$ cat config.mk
export PLATFORM = sky130hd
export DESIGN_NAME = adaptive_noise_gate_dc_block
export DESIGN_NICKNAME = d
export VERILOG_FILES = /design/src/hw/rtl/angdc_pkg.sv /design/src/hw/rtl/angdc_mul.sv /design/src/hw/rtl/angdc_div.sv /design/src/hw/rtl/angdc_sqrt.sv /design/src/hw/rtl/adaptive_noise_gate_dc_block.sv
export SDC_FILE = /design/constraint.sdc
export NUM_CORES = 2
export LEC_CHECK = 0
export BUFFER_PORTS_ARGS = -buffer_cell sky130_fd_sc_hd__buf_2
export CORE_UTILIZATION = 45
export DETAILED_ROUTE_END_ITERATION = 10
export SLEW_MARGIN = 20
export SYNTH_ARGS = -nofsm -noshare
export SYNTH_HDL_FRONTEND = slang
export SYNTH_SLANG_ARGS = --single-unit
$ cat constraint.sdc
create_clock -name clk_i -period 7.44 [get_ports clk_i]
set_input_delay 1.488 -clock clk_i [delete_from_list [all_inputs] [get_ports clk_i]]
set_output_delay 1.488 -clock clk_i [all_outputs]
set_load 0.03 [all_outputs]
$ cat src/hw/rtl/angdc_pkg.sv
`timescale 1ns / 1ps
// ----------------------------------------------------------------------------
// angdc_pkg
// Shared widths, constants and reset values of the noise gate and DC blocker.
// ----------------------------------------------------------------------------
package angdc_pkg;

  // Stream and configuration port widths
  localparam int SAMPLE_W   = 16;
  localparam int TDATA_W    = 16;
  localparam int TUSER_W    = 8;
  localparam int COEF_W     = 16;
  localparam int CHCNT_W    = 2;
  localparam int CFG_ADDR_W = 3;
  localparam int CFG_DATA_W = 16;

  // Configuration register indexes
  localparam logic [CFG_ADDR_W-1:0] REG_ATTACK  = 3'd0;
  localparam logic [CFG_ADDR_W-1:0] REG_RELEASE = 3'd1;
  localparam logic [CFG_ADDR_W-1:0] REG_THRESH  = 3'd2;
  localparam logic [CFG_ADDR_W-1:0] REG_POLE    = 3'd3;
  localparam logic [CFG_ADDR_W-1:0] REG_CHCNT   = 3'd4;

  // Channel interleave
  localparam int MAX_CHANNELS = 2;
  localparam int CH_W         = (MAX_CHANNELS > 1) ? $clog2(MAX_CHANNELS) : 1;
  localparam int CNT_W        = 4;

  // Fraction bits of the unsigned Q0.16 coefficients
  localparam int FRAC_W = 16;

  // Serial multiplier: signed multiplicand, unsigned 16-bit multiplier
  localparam int MCAND_W    = 33;
  localparam int MPLIER_W   = 16;
  localparam int PROD_W     = MCAND_W + 1 + MPLIER_W;
  localparam int MUL_STEP_W = $clog2(MPLIER_W);

  // Gate arithmetic: threshold, |x|^2 * a, quotient and root
  localparam int THR_W       = 34;
  localparam int MSQ_W       = 31;
  localparam int P_W         = 46;
  localparam int NUM_W       = P_W + FRAC_W;
  localparam int QUO_W       = 30;
  localparam int DIV_STEP_W  = $clog2(QUO_W);
  localparam int ROOT_W      = QUO_W / 2;
  localparam int SQ_REM_W    = ROOT_W + 2;
  localparam int SQRT_STEP_W = $clog2(ROOT_W);

  // DC blocker
  localparam int YHOLD_W = 18;
  localparam int POLE_W  = 20;
  localparam int SUM_W   = 21;

  localparam logic signed [YHOLD_W-1:0]  YH_MAX  = {1'b0, {(YHOLD_W-1){1'b1}}};
  localparam logic signed [YHOLD_W-1:0]  YH_MIN  = {1'b1, {(YHOLD_W-1){1'b0}}};
  localparam logic signed [SAMPLE_W-1:0] OUT_MAX = {1'b0, {(SAMPLE_W-1){1'b1}}};
  localparam logic signed [SAMPLE_W-1:0] OUT_MIN = {1'b1, {(SAMPLE_W-1){1'b0}}};

  // Register reset values
  localparam logic [COEF_W-1:0]  ATTACK_RST  = 16'd66;
  localparam logic [COEF_W-1:0]  RELEASE_RST = 16'd6554;
  localparam logic [COEF_W-1:0]  THRESH_RST  = 16'd655;
  localparam logic [COEF_W-1:0]  POLE_RST    = 16'd65208;
  localparam logic [CHCNT_W-1:0] CHCNT_RST   = 2'd2;

endpackage

$ cat src/hw/rtl/angdc_mul.sv
`timescale 1ns / 1ps
// ----------------------------------------------------------------------------
// angdc_mul
// Serial-parallel multiplier: one multiplier bit per cycle, signed multiplicand.
// ----------------------------------------------------------------------------
module angdc_mul
  import angdc_pkg::*;
(
  input  logic                     clk_i,
  input  logic                     rst_ni,
  input  logic                     start_i,
  input  logic signed [MCAND_W-1:0] mcand_i,
  input  logic [MPLIER_W-1:0]      mplier_i,
  output logic                     done_o,
  output logic signed [PROD_W-1:0] prod_o
);

  logic signed [MCAND_W-1:0] mcand_q;
  logic [MPLIER_W-1:0]       mplier_q;
  logic [MCAND_W:0]          hi_q;
  logic [MCAND_W:0]          sum;
  logic [MPLIER_W-1:0]       lo_q;
  logic [MUL_STEP_W-1:0]     cnt_q;
  logic                      busy_q;
  logic                      done_q;

  // The partial product stays within the multiplicand range, so one extra bit
  // holds the sum before the arithmetic shift.
  assign sum = hi_q + (mplier_q[0] ? {mcand_q[MCAND_W-1], mcand_q} : '0);

  always_ff @(posedge clk_i or negedge rst_ni) begin
    if (!rst_ni) begin
      busy_q <= 1'b0;
      done_q <= 1'b0;
      cnt_q  <= '0;
    end else begin
      done_q <= 1'b0;
      if (start_i) begin
        busy_q <= 1'b1;
        cnt_q  <= '0;
      end else if (busy_q) begin
        cnt_q <= cnt_q + 1'b1;
        if (cnt_q == MUL_STEP_W'(MPLIER_W - 1)) begin
          busy_q <= 1'b0;
          done_q <= 1'b1;
        end
      end
    end
  end

  always_ff @(posedge clk_i) begin
    if (start_i) begin
      mcand_q  <= mcand_i;
      mplier_q <= mplier_i;
      hi_q     <= '0;
    end else if (busy_q) begin
      hi_q     <= {sum[MCAND_W], sum[MCAND_W:1]};
      lo_q     <= {sum[0], lo_q[MPLIER_W-1:1]};
      mplier_q <= {1'b0, mplier_q[MPLIER_W-1:1]};
    end
  end

  assign done_o = done_q;
  assign prod_o = {hi_q, lo_q};

endmodule

$ cat src/hw/rtl/angdc_div.sv
`timescale 1ns / 1ps
// ----------------------------------------------------------------------------
// angdc_div
// Restoring divider, one quotient bit per cycle.
// ----------------------------------------------------------------------------
module angdc_div
  import angdc_pkg::*;
(
  input  logic              clk_i,
  input  logic              rst_ni,
  input  logic              start_i,
  input  logic [NUM_W-1:0]  num_i,
  input  logic [THR_W-1:0]  den_i,
  output logic              done_o,
  output logic [QUO_W-1:0]  quo_o
);

  logic [THR_W-1:0]      rem_q;
  logic [THR_W-1:0]      den_q;
  logic [QUO_W-1:0]      bits_q;
  logic [QUO_W-1:0]      quo_q;
  logic [DIV_STEP_W-1:0] cnt_q;
  logic                  busy_q;
  logic                  done_q;
  logic [THR_W:0]        trial;
  logic [THR_W:0]        diff;
  logic                  ge;

  assign trial = {rem_q, bits_q[QUO_W-1]};
  assign ge    = trial >= {1'b0, den_q};
  assign diff  = trial - {1'b0, den_q};

  always_ff @(posedge clk_i or negedge rst_ni) begin
    if (!rst_ni) begin
      busy_q <= 1'b0;
      done_q <= 1'b0;
      cnt_q  <= '0;
    end else begin
      done_q <= 1'b0;
      if (start_i) begin
        busy_q <= 1'b1;
        cnt_q  <= '0;
      end else if (busy_q) begin
        cnt_q <= cnt_q + 1'b1;
        if (cnt_q == DIV_STEP_W'(QUO_W - 1)) begin
          busy_q <= 1'b0;
          done_q <= 1'b1;
        end
      end
    end
  end

  // The caller guarantees that the quotient fits, so the top bits of the
  // dividend already sit below the divisor.
  always_ff @(posedge clk_i) begin
    if (start_i) begin
      rem_q  <= THR_W'(num_i[NUM_W-1:QUO_W]);
      bits_q <= num_i[QUO_W-1:0];
      den_q  <= den_i;
    end else if (busy_q) begin
      rem_q  <= ge ? diff[THR_W-1:0] : trial[THR_W-1:0];
      bits_q <= {bits_q[QUO_W-2:0], 1'b0};
      quo_q  <= {quo_q[QUO_W-2:0], ge};
    end
  end

  assign done_o = done_q;
  assign quo_o  = quo_q;

endmodule

$ cat src/hw/rtl/angdc_sqrt.sv
`timescale 1ns / 1ps
// ----------------------------------------------------------------------------
// angdc_sqrt
// Digit-by-digit integer square root, one radicand bit pair per cycle.
// ----------------------------------------------------------------------------
module angdc_sqrt
  import angdc_pkg::*;
(
  input  logic              clk_i,
  input  logic              rst_ni,
  input  logic              start_i,
  input  logic [QUO_W-1:0]  rad_i,
  output logic              done_o,
  output logic [ROOT_W-1:0] root_o
);

  logic [SQ_REM_W-1:0]    rem_q;
  logic [QUO_W-1:0]       rad_q;
  logic [ROOT_W-1:0]      root_q;
  logic [SQRT_STEP_W-1:0] cnt_q;
  logic                   busy_q;
  logic                   done_q;
  logic [SQ_REM_W+1:0]    r4;
  logic [SQ_REM_W+1:0]    trial;
  logic [SQ_REM_W+1:0]    diff;
  logic                   ge;

  assign r4    = {rem_q, rad_q[QUO_W-1:QUO_W-2]};
  assign trial = (SQ_REM_W + 2)'({root_q, 2'b01});
  assign ge    = r4 >= trial;
  assign diff  = r4 - trial;

  always_ff @(posedge clk_i or negedge rst_ni) begin
    if (!rst_ni) begin
      busy_q <= 1'b0;
      done_q <= 1'b0;
      cnt_q  <= '0;
    end else begin
      done_q <= 1'b0;
      if (start_i) begin
        busy_q <= 1'b1;
        cnt_q  <= '0;
      end else if (busy_q) begin
        cnt_q <= cnt_q + 1'b1;
        if (cnt_q == SQRT_STEP_W'(ROOT_W - 1)) begin
          busy_q <= 1'b0;
          done_q <= 1'b1;
        end
      end
    end
  end

  // The remainder never exceeds twice the partial root, so it fits its width.
  always_ff @(posedge clk_i) begin
    if (start_i) begin
      rem_q  <= '0;
      root_q <= '0;
      rad_q  <= rad_i;
    end else if (busy_q) begin
      rem_q  <= ge ? diff[SQ_REM_W-1:0] : r4[SQ_REM_W-1:0];
      root_q <= {root_q[ROOT_W-2:0], ge};
      rad_q  <= {rad_q[QUO_W-3:0], 2'b00};
    end
  end

  assign done_o = done_q;
  assign root_o = root_q;

endmodule

$ cat src/hw/rtl/adaptive_noise_gate_dc_block.sv
`timescale 1ns / 1ps
// ----------------------------------------------------------------------------
// adaptive_noise_gate_dc_block
// An ungated sample passes the envelope and threshold products of the
// 16-step serial multiplier; a gated one also passes two more products,
// the 30-step divider and the 15-step square root.
// Throughput: one word at a time; the next word is accepted the cycle after
// the result enters the output register. Reset clears all control and per-channel state at once.
// ----------------------------------------------------------------------------
module adaptive_noise_gate_dc_block
  import angdc_pkg::*;
(
  input  logic                  clk_i,
  input  logic                  rst_ni,
  input  logic                  s_axis_tvalid,
  output logic                  s_axis_tready,
  input  logic [TDATA_W-1:0]    s_axis_tdata,   // [15:0] sample_in
  input  logic                  s_axis_tlast,   // frame_end
  output logic                  m_axis_tvalid,
  input  logic                  m_axis_tready,
  output logic [TDATA_W-1:0]    m_axis_tdata,   // [15:0] sample_out
  output logic [TUSER_W-1:0]    m_axis_tuser,   // [0] channel_out, [1] clipped, rest zero
  input  logic                  cfg_we_i,
  input  logic [CFG_ADDR_W-1:0] cfg_addr_i,
  input  logic [CFG_DATA_W-1:0] cfg_data_i
);

  typedef enum logic [3:0] {
    ST_IDLE, ST_LOAD, ST_ENV, ST_THR, ST_MSQ, ST_MA, ST_DIV, ST_SQRT, ST_FIN
  } state_e;

  state_e state_q;

  // Configuration
  logic [COEF_W-1:0]  attack_q, release_q, thresh_q, pole_q;
  logic [CHCNT_W-1:0] chcnt_q;

  // Per-channel state
  logic [SAMPLE_W-1:0]        env_q   [MAX_CHANNELS];
  logic signed [SAMPLE_W-1:0] gprev_q [MAX_CHANNELS];
  logic signed [YHOLD_W-1:0]  yprev_q [MAX_CHANNELS];
  logic [CH_W-1:0]            pos_q;

  // Current word
  logic signed [SAMPLE_W-1:0] x_q;
  logic                       last_q;
  logic [CH_W-1:0]            ch_q;
  logic [SAMPLE_W-1:0]        mag_q;
  logic [SAMPLE_W-1:0]        a_q;
  logic                       up_q;
  logic [THR_W-1:0]           thr_q;
  logic signed [SAMPLE_W-1:0] g_q;
  logic                       pole_rdy_q;

  // Unit control
  logic                      m0_start_q, m1_start_q, div_start_q, sqrt_start_q;
  logic signed [MCAND_W-1:0] m0_a_q, m1_a_q;
  logic [MPLIER_W-1:0]       m0_b_q, m1_b_q;
  logic                      m0_done, m1_done, div_done, sqrt_done;
  logic signed [PROD_W-1:0]  m0_prod, m1_prod;
  logic [QUO_W-1:0]          quo;
  logic [ROOT_W-1:0]         root;

  // Output register
  logic                       m_valid_q;
  logic signed [SAMPLE_W-1:0] m_data_q;
  logic                       m_ch_q;
  logic                       m_clip_q;

  // Combinational datapath
  logic [SAMPLE_W-1:0]        in_mag, in_a;
  logic [SAMPLE_W-1:0]        env_cur, d, env_new;
  logic                       up;
  logic [SAMPLE_W:0]          inc;
  logic [THR_W-1:0]           thr_sum;
  logic                       gated;
  logic [SAMPLE_W-1:0]        root_ext;
  logic signed [SAMPLE_W-1:0] g_root;
  logic signed [POLE_W-1:0]   pole_term;
  logic signed [SUM_W-1:0]    y_sum;
  logic signed [YHOLD_W-1:0]  y_hold;
  logic signed [SAMPLE_W-1:0] y_out;
  logic                       clip;
  logic [CNT_W-1:0]           eff_cnt, ch_inc;
  logic [CH_W-1:0]            pos_next;

  // Magnitude in Q0.16; the most negative sample saturates to full scale.
  assign in_mag = s_axis_tdata[SAMPLE_W-1] ? (~s_axis_tdata + 1'b1) : s_axis_tdata;
  assign in_a   = in_mag[SAMPLE_W-1] ? '1 : {in_mag[SAMPLE_W-2:0], 1'b0};

  assign env_cur = env_q[ch_q];
  assign up      = a_q > env_cur;
  assign d       = up ? (a_q - env_cur) : (env_cur - a_q);

  // Rounded envelope step; it never exceeds the distance to the magnitude.
  assign inc     = {1'b0, m0_prod[2*FRAC_W-1:FRAC_W]} + (SAMPLE_W + 1)'(m0_prod[FRAC_W-1]);
  assign env_new = up_q ? (env_cur + inc[SAMPLE_W-1:0]) : (env_cur - inc[SAMPLE_W-1:0]);

  assign thr_sum = {2'b00, thresh_q, {FRAC_W{1'b0}}} + {2'b00, m0_prod[2*FRAC_W-1:0]};
  assign gated   = {2'b00, a_q, {FRAC_W{1'b0}}} < thr_sum;

  assign root_ext = SAMPLE_W'(root);
  assign g_root   = x_q[SAMPLE_W-1] ? (~root_ext + 1'b1) : root_ext;

  // Pole product rounded to the nearest, halves toward plus infinity.
  assign pole_term = m1_prod[POLE_W+FRAC_W-1:FRAC_W] + POLE_W'(m1_prod[FRAC_W-1]);
  assign y_sum     = SUM_W'(g_q) - SUM_W'(gprev_q[ch_q]) + SUM_W'(pole_term);

  always_comb begin
    if (y_sum > SUM_W'(YH_MAX)) begin
      y_hold = YH_MAX;
    end else if (y_sum < SUM_W'(YH_MIN)) begin
      y_hold = YH_MIN;
    end else begin
      y_hold = y_sum[YHOLD_W-1:0];
    end
    if (y_hold > YHOLD_W'(OUT_MAX)) begin
      y_out = OUT_MAX;
      clip  = 1'b1;
    end else if (y_hold < YHOLD_W'(OUT_MIN)) begin
      y_out = OUT_MIN;
      clip  = 1'b1;
    end else begin
      y_out = y_hold[SAMPLE_W-1:0];
      clip  = 1'b0;
    end
  end

  // A zero count acts as one channel, a count above the maximum saturates.
  always_comb begin
    if (chcnt_q == '0) begin
      eff_cnt = CNT_W'(1);
    end else if (CNT_W'(chcnt_q) > CNT_W'(MAX_CHANNELS)) begin
      eff_cnt = CNT_W'(MAX_CHANNELS);
    end else begin
      eff_cnt = CNT_W'(chcnt_q);
    end
    ch_inc   = CNT_W'(ch_q) + 1'b1;
    pos_next = (last_q || ch_inc >= eff_cnt) ? '0 : ch_inc[CH_W-1:0];
  end

  always_ff @(posedge clk_i or negedge rst_ni) begin
    if (!rst_ni) begin
      attack_q  <= ATTACK_RST;
      release_q <= RELEASE_RST;
      thresh_q  <= THRESH_RST;
      pole_q    <= POLE_RST;
      chcnt_q   <= CHCNT_RST;
    end else if (cfg_we_i) begin
      case (cfg_addr_i)
        REG_ATTACK:  attack_q  <= cfg_data_i;
        REG_RELEASE: release_q <= cfg_data_i;
        REG_THRESH:  thresh_q  <= cfg_data_i;
        REG_POLE:    pole_q    <= cfg_data_i;
        REG_CHCNT:   chcnt_q   <= cfg_data_i[CHCNT_W-1:0];
        default: ;
      endcase
    end
  end

  always_ff @(posedge clk_i or negedge rst_ni) begin
    if (!rst_ni) begin
      state_q      <= ST_IDLE;
      pos_q        <= '0;
      for (int i = 0; i < MAX_CHANNELS; i++) begin
        env_q[i]   <= '0;
        gprev_q[i] <= '0;
        yprev_q[i] <= '0;
      end
      x_q          <= '0;
      last_q       <= 1'b0;
      ch_q         <= '0;
      mag_q        <= '0;
      a_q          <= '0;
      up_q         <= 1'b0;
      thr_q        <= '0;
      g_q          <= '0;
      pole_rdy_q   <= 1'b0;
      m0_start_q   <= 1'b0;
      m1_start_q   <= 1'b0;
      div_start_q  <= 1'b0;
      sqrt_start_q <= 1'b0;
      m0_a_q       <= '0;
      m0_b_q       <= '0;
      m1_a_q       <= '0;
      m1_b_q       <= '0;
      m_valid_q    <= 1'b0;
      m_data_q     <= '0;
      m_ch_q       <= 1'b0;
      m_clip_q     <= 1'b0;
    end else begin
      m0_start_q   <= 1'b0;
      m1_start_q   <= 1'b0;
      div_start_q  <= 1'b0;
      sqrt_start_q <= 1'b0;
      if (m1_done) begin
        pole_rdy_q <= 1'b1;
      end
      if (m_valid_q && m_axis_tready) begin
        m_valid_q <= 1'b0;
      end
      case (state_q)
        ST_IDLE: begin
          if (s_axis_tvalid) begin
            x_q     <= s_axis_tdata;
            last_q  <= s_axis_tlast;
            ch_q    <= pos_q;
            mag_q   <= in_mag;
            a_q     <= in_a;
            state_q <= ST_LOAD;
          end
        end
        ST_LOAD: begin
          // The pole product runs on its own unit alongside the gate.
          up_q       <= up;
          m0_a_q     <= MCAND_W'(d);
          m0_b_q     <= up ? attack_q : release_q;
          m0_start_q <= 1'b1;
          m1_a_q     <= MCAND_W'(yprev_q[ch_q]);
          m1_b_q     <= pole_q;
          m1_start_q <= 1'b1;
          pole_rdy_q <= 1'b0;
          state_q    <= ST_ENV;
        end
        ST_ENV: begin
          if (m0_done) begin
            env_q[ch_q] <= env_new;
            m0_a_q      <= MCAND_W'(env_new);
            m0_b_q      <= thresh_q;
            m0_start_q  <= 1'b1;
            state_q     <= ST_THR;
          end
        end
        ST_THR: begin
          if (m0_done) begin
            thr_q <= thr_sum;
            if (gated) begin
              m0_a_q     <= MCAND_W'(mag_q);
              m0_b_q     <= mag_q;
              m0_start_q <= 1'b1;
              state_q    <= ST_MSQ;
            end else begin
              g_q     <= x_q;
              state_q <= ST_FIN;
            end
          end
        end
        ST_MSQ: begin
          if (m0_done) begin
            m0_a_q     <= MCAND_W'(m0_prod[MSQ_W-1:0]);
            m0_b_q     <= a_q;
            m0_start_q <= 1'b1;
            state_q    <= ST_MA;
          end
        end
        ST_MA: begin
          if (m0_done) begin
            div_start_q <= 1'b1;
            state_q     <= ST_DIV;
          end
        end
        ST_DIV: begin
          if (div_done) begin
            sqrt_start_q <= 1'b1;
            state_q      <= ST_SQRT;
          end
        end
        ST_SQRT: begin
          if (sqrt_done) begin
            g_q     <= g_root;
            state_q <= ST_FIN;
          end
        end
        ST_FIN: begin
          if (pole_rdy_q && (!m_valid_q || m_axis_tready)) begin
            m_valid_q     <= 1'b1;
            m_data_q      <= y_out;
            m_ch_q        <= ch_q[0];
            m_clip_q      <= clip;
            gprev_q[ch_q] <= g_q;
            yprev_q[ch_q] <= y_hold;
            pos_q         <= pos_next;
            state_q       <= ST_IDLE;
          end
        end
        default: state_q <= ST_IDLE;
      endcase
    end
  end

  angdc_mul u_mul_gate (
    .clk_i    (clk_i),
    .rst_ni   (rst_ni),
    .start_i  (m0_start_q),
    .mcand_i  (m0_a_q),
    .mplier_i (m0_b_q),
    .done_o   (m0_done),
    .prod_o   (m0_prod)
  );

  angdc_mul u_mul_pole (
    .clk_i    (clk_i),
    .rst_ni   (rst_ni),
    .start_i  (m1_start_q),
    .mcand_i  (m1_a_q),
    .mplier_i (m1_b_q),
    .done_o   (m1_done),
    .prod_o   (m1_prod)
  );

  // The dividend is |x|^2 * a scaled by 2^16; the product stays in the
  // gate multiplier until the divider has loaded it.
  angdc_div u_div (
    .clk_i   (clk_i),
    .rst_ni  (rst_ni),
    .start_i (div_start_q),
    .num_i   ({m0_prod[P_W-1:0], {FRAC_W{1'b0}}}),
    .den_i   (thr_q),
    .done_o  (div_done),
    .quo_o   (quo)
  );

  angdc_sqrt u_sqrt (
    .clk_i   (clk_i),
    .rst_ni  (rst_ni),
    .start_i (sqrt_start_q),
    .rad_i   (quo),
    .done_o  (sqrt_done),
    .root_o  (root)
  );

  assign s_axis_tready = (state_q == ST_IDLE);
  assign m_axis_tvalid = m_valid_q;
  assign m_axis_tdata  = m_data_q;
  assign m_axis_tuser  = {{(TUSER_W-2){1'b0}}, m_clip_q, m_ch_q};

endmodule

==> results_dict.tcl <==
set metrics [dict create \
    status "completed" \
    slew_headroom_pct 23.4 \
    antenna_found_initial 13 \
    fin_nets 4241 \
    vias 29400 \
    cts_made_buffers 83 \
    grt_max_degree 148 \
    post_cts_buffers 0 \
    tightest_slew_ps 1150 \
    setup_violations 0 \
    die_area_mm2 0.0926 \
    ctsHtreeMaxLevel 3 \
    syn_to_final_growth_pct 10.3 \
    ctsHoldBuffers 0 \
    ant_nets 0 \
    postCtsResizedCells 0 \
    muxShareOfSynthArea_pct 10.7 \
    finalSetupTns_ps 0 \
    crit_path_cell_trace "nand3_1, nor2_1, nand2_1, nor2_1, and2_1, nand4_1, xor2_1, fa_1, inv_1, ha_1, a21o_1, a21o_1, or3_1, o21ai_1, o311ai_1, o32ai_4, nand2_1, o22a_1" \
    seq_area_frac_synth_pct 46.5 \
    gr-total-overflow 0 \
    clockRootBuffer "clkbuf_16" \
    portBuffers 60 \
    firstDrtPassIters 7 \
    drv_slew 0 \
    r2r_cells 18 \
    hold_violations 0 \
    drt-initial-drc-count 2763 \
    ys_warn_count 0 \
    drc 0 \
    ioPinCount 67 \
    hold_class "flop to flop" \
    skew_ps 35.6 \
    cts_tree "built" \
    n_fill_cell 8153 \
    grt_first_pass_wirelength_um 167000 \
    ir_drop_mv 0.250 \
    cpMaxStageDelayCell "o32ai_4" \
    dp_hpwl_um 77300 \
    ys_dominant_reg_cell "dfrtp_1" \
    postLayoutCoreUtil_pct 50.2 \
    pwr-share-comb_pct 43.8 \
    drv_cap 0 \
    p_clk_share_pct 22.4 \
    synthesis.instances 3941 \
    row_count 110 \
    gp_congestion 0.901 \
    synth-async-reset-ratio_pct 54.1 \
    fin_crit_ps 5590 \
    syn_area_mm2 0.0411 \
    internal_power_mw 10.8 \
    clkLatencyLatePin_ps 660 \
    synthDistinctLibCells 90 \
    p_total_mw 18.5 \
    synth_compound_area_share_pct 14.7 \
    hold_depth 0 \
    whs_ps 440 \
    fmax_ghz 0.179 \
    synth_top_family_by_area "compound AO/OA/AOI/OAI gates" \
    synth_edf_count 237 \
    synth-xor-area-share_pct 5.01 \
    cpPeakStageDelay_ps 770 \
    path_class "flop to flop" \
    cp.required_ps 7960 \
    power.switching_mw 7.72 \
    cp-start-kind "flop" \
    ys_seq_elements 735 \
    p_sw_share_pct 41.7 \
    synth_fa_ha_area_share_pct 8.19 \
    die_h_um 304 \
    endpoint_kind "flop" \
    power_density_mw_per_mm2 409 \
    initial_core_util_pct 45.5 \
    syn_avg_cell_area_um2 10.4 \
    path_clk_slew_ps 60 \
    viasPerCell 5.66 \
    clockBufferDepth 3 \
    period_share_pct 75.1 \
    die_x_um 304 \
    rsz0062_at_grt "false" \
    grtUsageTotal_pct 23.2 \
    critPathMaxFanout 19 \
    wl_per_cell_um 20.9 \
    cts_sinks 735 \
    core_area_mm2 0.0903 \
    wirelength_um 108000 \
    drive_above_1_share_pct 14.8 \
    seqPwrFrac_pct 33.9 \
    cellLeakagePower_nw 19.9 \
    yosys.area_share.simple_pct 11.3 \
    first_global_vias 28200 \
    critPathArrivalTime_ps 6110 \
]
[per-layer routing]
layer	global-route usage, %	vias to the layer above	wire length, µm
met2	32.4	799	44000
met5	0	-	70
li1	-	14100	-
met3	4.71	215	7530
met1	35.1	14200	52800
met4	8.66	10	3990
[path summary, 6_finish.rpt]
path                                       endpoint  slack [ps]                             from
max                          yprev_q[2]$_DFFE_PN0P_        1850  u_mul_pole.hi_q[2]$_SDFFE_PP0P_
min                        u_div.den_q[7]$_DFFE_PP_         440             thr_q[7]$_DFFE_PN0P_
max reg2reg                  yprev_q[2]$_DFFE_PN0P_        1850  u_mul_pole.hi_q[2]$_SDFFE_PP0P_
min reg2reg                u_div.den_q[7]$_DFFE_PP_         440             thr_q[7]$_DFFE_PN0P_
max in group asynchronous      m1_start_q$_DFF_PN0_        5480                           rst_ni
min in group asynchronous   gprev_q[15]$_DFFE_PN0P_         740                           rst_ni
[final cells by class]
class | count | area (µm²) | share of cell area, %
multi-input cells | 2816 | 20600 | 45.3
flip-flops and latches | 735 | 19100 | 42.2
clock buffers | 114 | 2420 | 5.35
well taps | 1176 | 1470 | 3.24
inverters | 212 | 796 | 1.75
repair buffers | 99 | 628 | 1.38
clock inverters | 39 | 343 | 0.756
diodes | 2 | 5.00 | 0.0110
[Yosys cell counts, types with 9 or more instances]
master | n | area [µm²]
buf_2 | 10 | 50.1
and4_1 | 9 | 78.8
a211o_1 | 10 | 87.6
or3_1 | 14 | 87.6
a211oi_1 | 40 | 300
a21o_1 | 91 | 683
a222oi_1 | 13 | 130
nand3_1 | 62 | 310
mux2_2 | 279 | 3140
nor2b_1 | 28 | 175
fa_1 | 27 | 541
or2_2 | 16 | 100
a22oi_1 | 11 | 82.6
nor4_1 | 10 | 62.6
nand2b_1 | 25 | 156
mux2i_1 | 124 | 1240
ha_1 | 226 | 2830
nor3_1 | 51 | 255
a22o_1 | 17 | 149
dfxtp_1 | 100 | 2000
o211ai_1 | 14 | 105
xor2_1 | 91 | 797
edfxtp_1 | 237 | 7120
buf_4 | 9 | 67.6
o21ai_0 | 207 | 1040
and2_1 | 69 | 432
nand2_1 | 337 | 1260
buf_1 | 15 | 56.3
o21a_1 | 50 | 375
o31ai_1 | 20 | 150
o41ai_1 | 9 | 78.8
o22a_1 | 37 | 324
dfrtp_1 | 371 | 9280
nand4_1 | 38 | 238
nor2_1 | 298 | 1120
o21bai_1 | 16 | 120
and3_1 | 21 | 131
a21oi_1 | 237 | 1190
dfstp_2 | 27 | 709
a221oi_1 | 17 | 149
inv_1 | 210 | 788
o31a_1 | 9 | 78.8
xnor2_1 | 144 | 1260
a31oi_1 | 36 | 225
clkbuf_1 | 149 | 559
[placed cells by master, fill, tap and decap left out, types with 11 or more instances in the layout]
master / n
a211oi_1: 40
a21o_1: 91
a21oi_1: 237
a221oi_1: 17
a222oi_1: 13
a22o_1: 17
a22oi_1: 11
a31oi_1: 34
and2_1: 68
and3_1: 21
buf_2: 59
buf_4: 37
clkbuf_1: 14
clkbuf_16: 89
dfrtp_1: 365
dfstp_2: 27
dfxtp_1: 100
edfxtp_1: 237
fa_1: 27
ha_1: 226
inv_1: 209
mux2_2: 279
mux2i_1: 124
nand2_1: 336
nand2b_1: 25
nand3_1: 62
nand4_1: 38
nor2_1: 295
nor2b_1: 28
nor3_1: 49
o211ai_1: 14
o21a_1: 50
o21ai_0: 207
o21bai_1: 16
o22a_1: 37
o31ai_1: 20
or2_2: 16
or3_1: 14
xnor2_1: 144
xor2_1: 91
[power groups by stage]
stage / combinational, mW / clock, mW / sequential (mW)
after floorplan: 6.10 / 0 / 5.70
after global placement: 7.95 / 0 / 6.31
after detailed placement: 7.98 / 0 / 6.31
after CTS: 8.03 / 4.25 / 6.25
after global routing: 8.94 / 4.39 / 6.37
final: 8.11 / 4.15 / 6.28
[cells by family (layout without fill, tap and decap cells)]
logic type / count (synthesis) / after routing
buffers and inverters: 395 / 464
AO/OA/AOI/OAI: 914 / 914
AND/OR/NAND/NOR: 1005 / 1005
XOR/XNOR: 235 / 235
multiplexers: 403 / 403
adder cells (fa/ha/maj): 253 / 253
flip-flops: 735 / 735
other: 1 / 8
[metrics by stage]
step,std cells,setup WS (ps),area [µm²]
after detailed placement,5038,1710,42600
after global routing,5191,1480,45400
final,5193,1850,45400
after floorplan,3946,2580,41100
after CTS,5191,1670,45400
after global placement,5038,1590,42600
[state kept, by name, summed over array words and instances (netlist names), 32 cells and up]
| signal | flops |
|---|---|
| u_div.den_q | 33 |
| thr_q | 33 |
| u_mul_gate.hi_q | 33 |
| u_mul_pole.hi_q | 33 |
| gprev_q | 32 |
| u_div.rem_q | 34 |
| yprev_q | 36 |
| env_q | 32 |
[critical path, delay by kind of cell (launching register included)]
kind | cells | cell delay (ps)
AOI/OAI and AO/OA | 6 | 2100
xor gates and xnor gates | 1 | 200
adders and majority gates | 2 | 680
buffers and inverters | 1 | 40
DFF | 1 | 450
and+or+nand+nor | 8 | 1930
(Power assumes the default switching activity.)
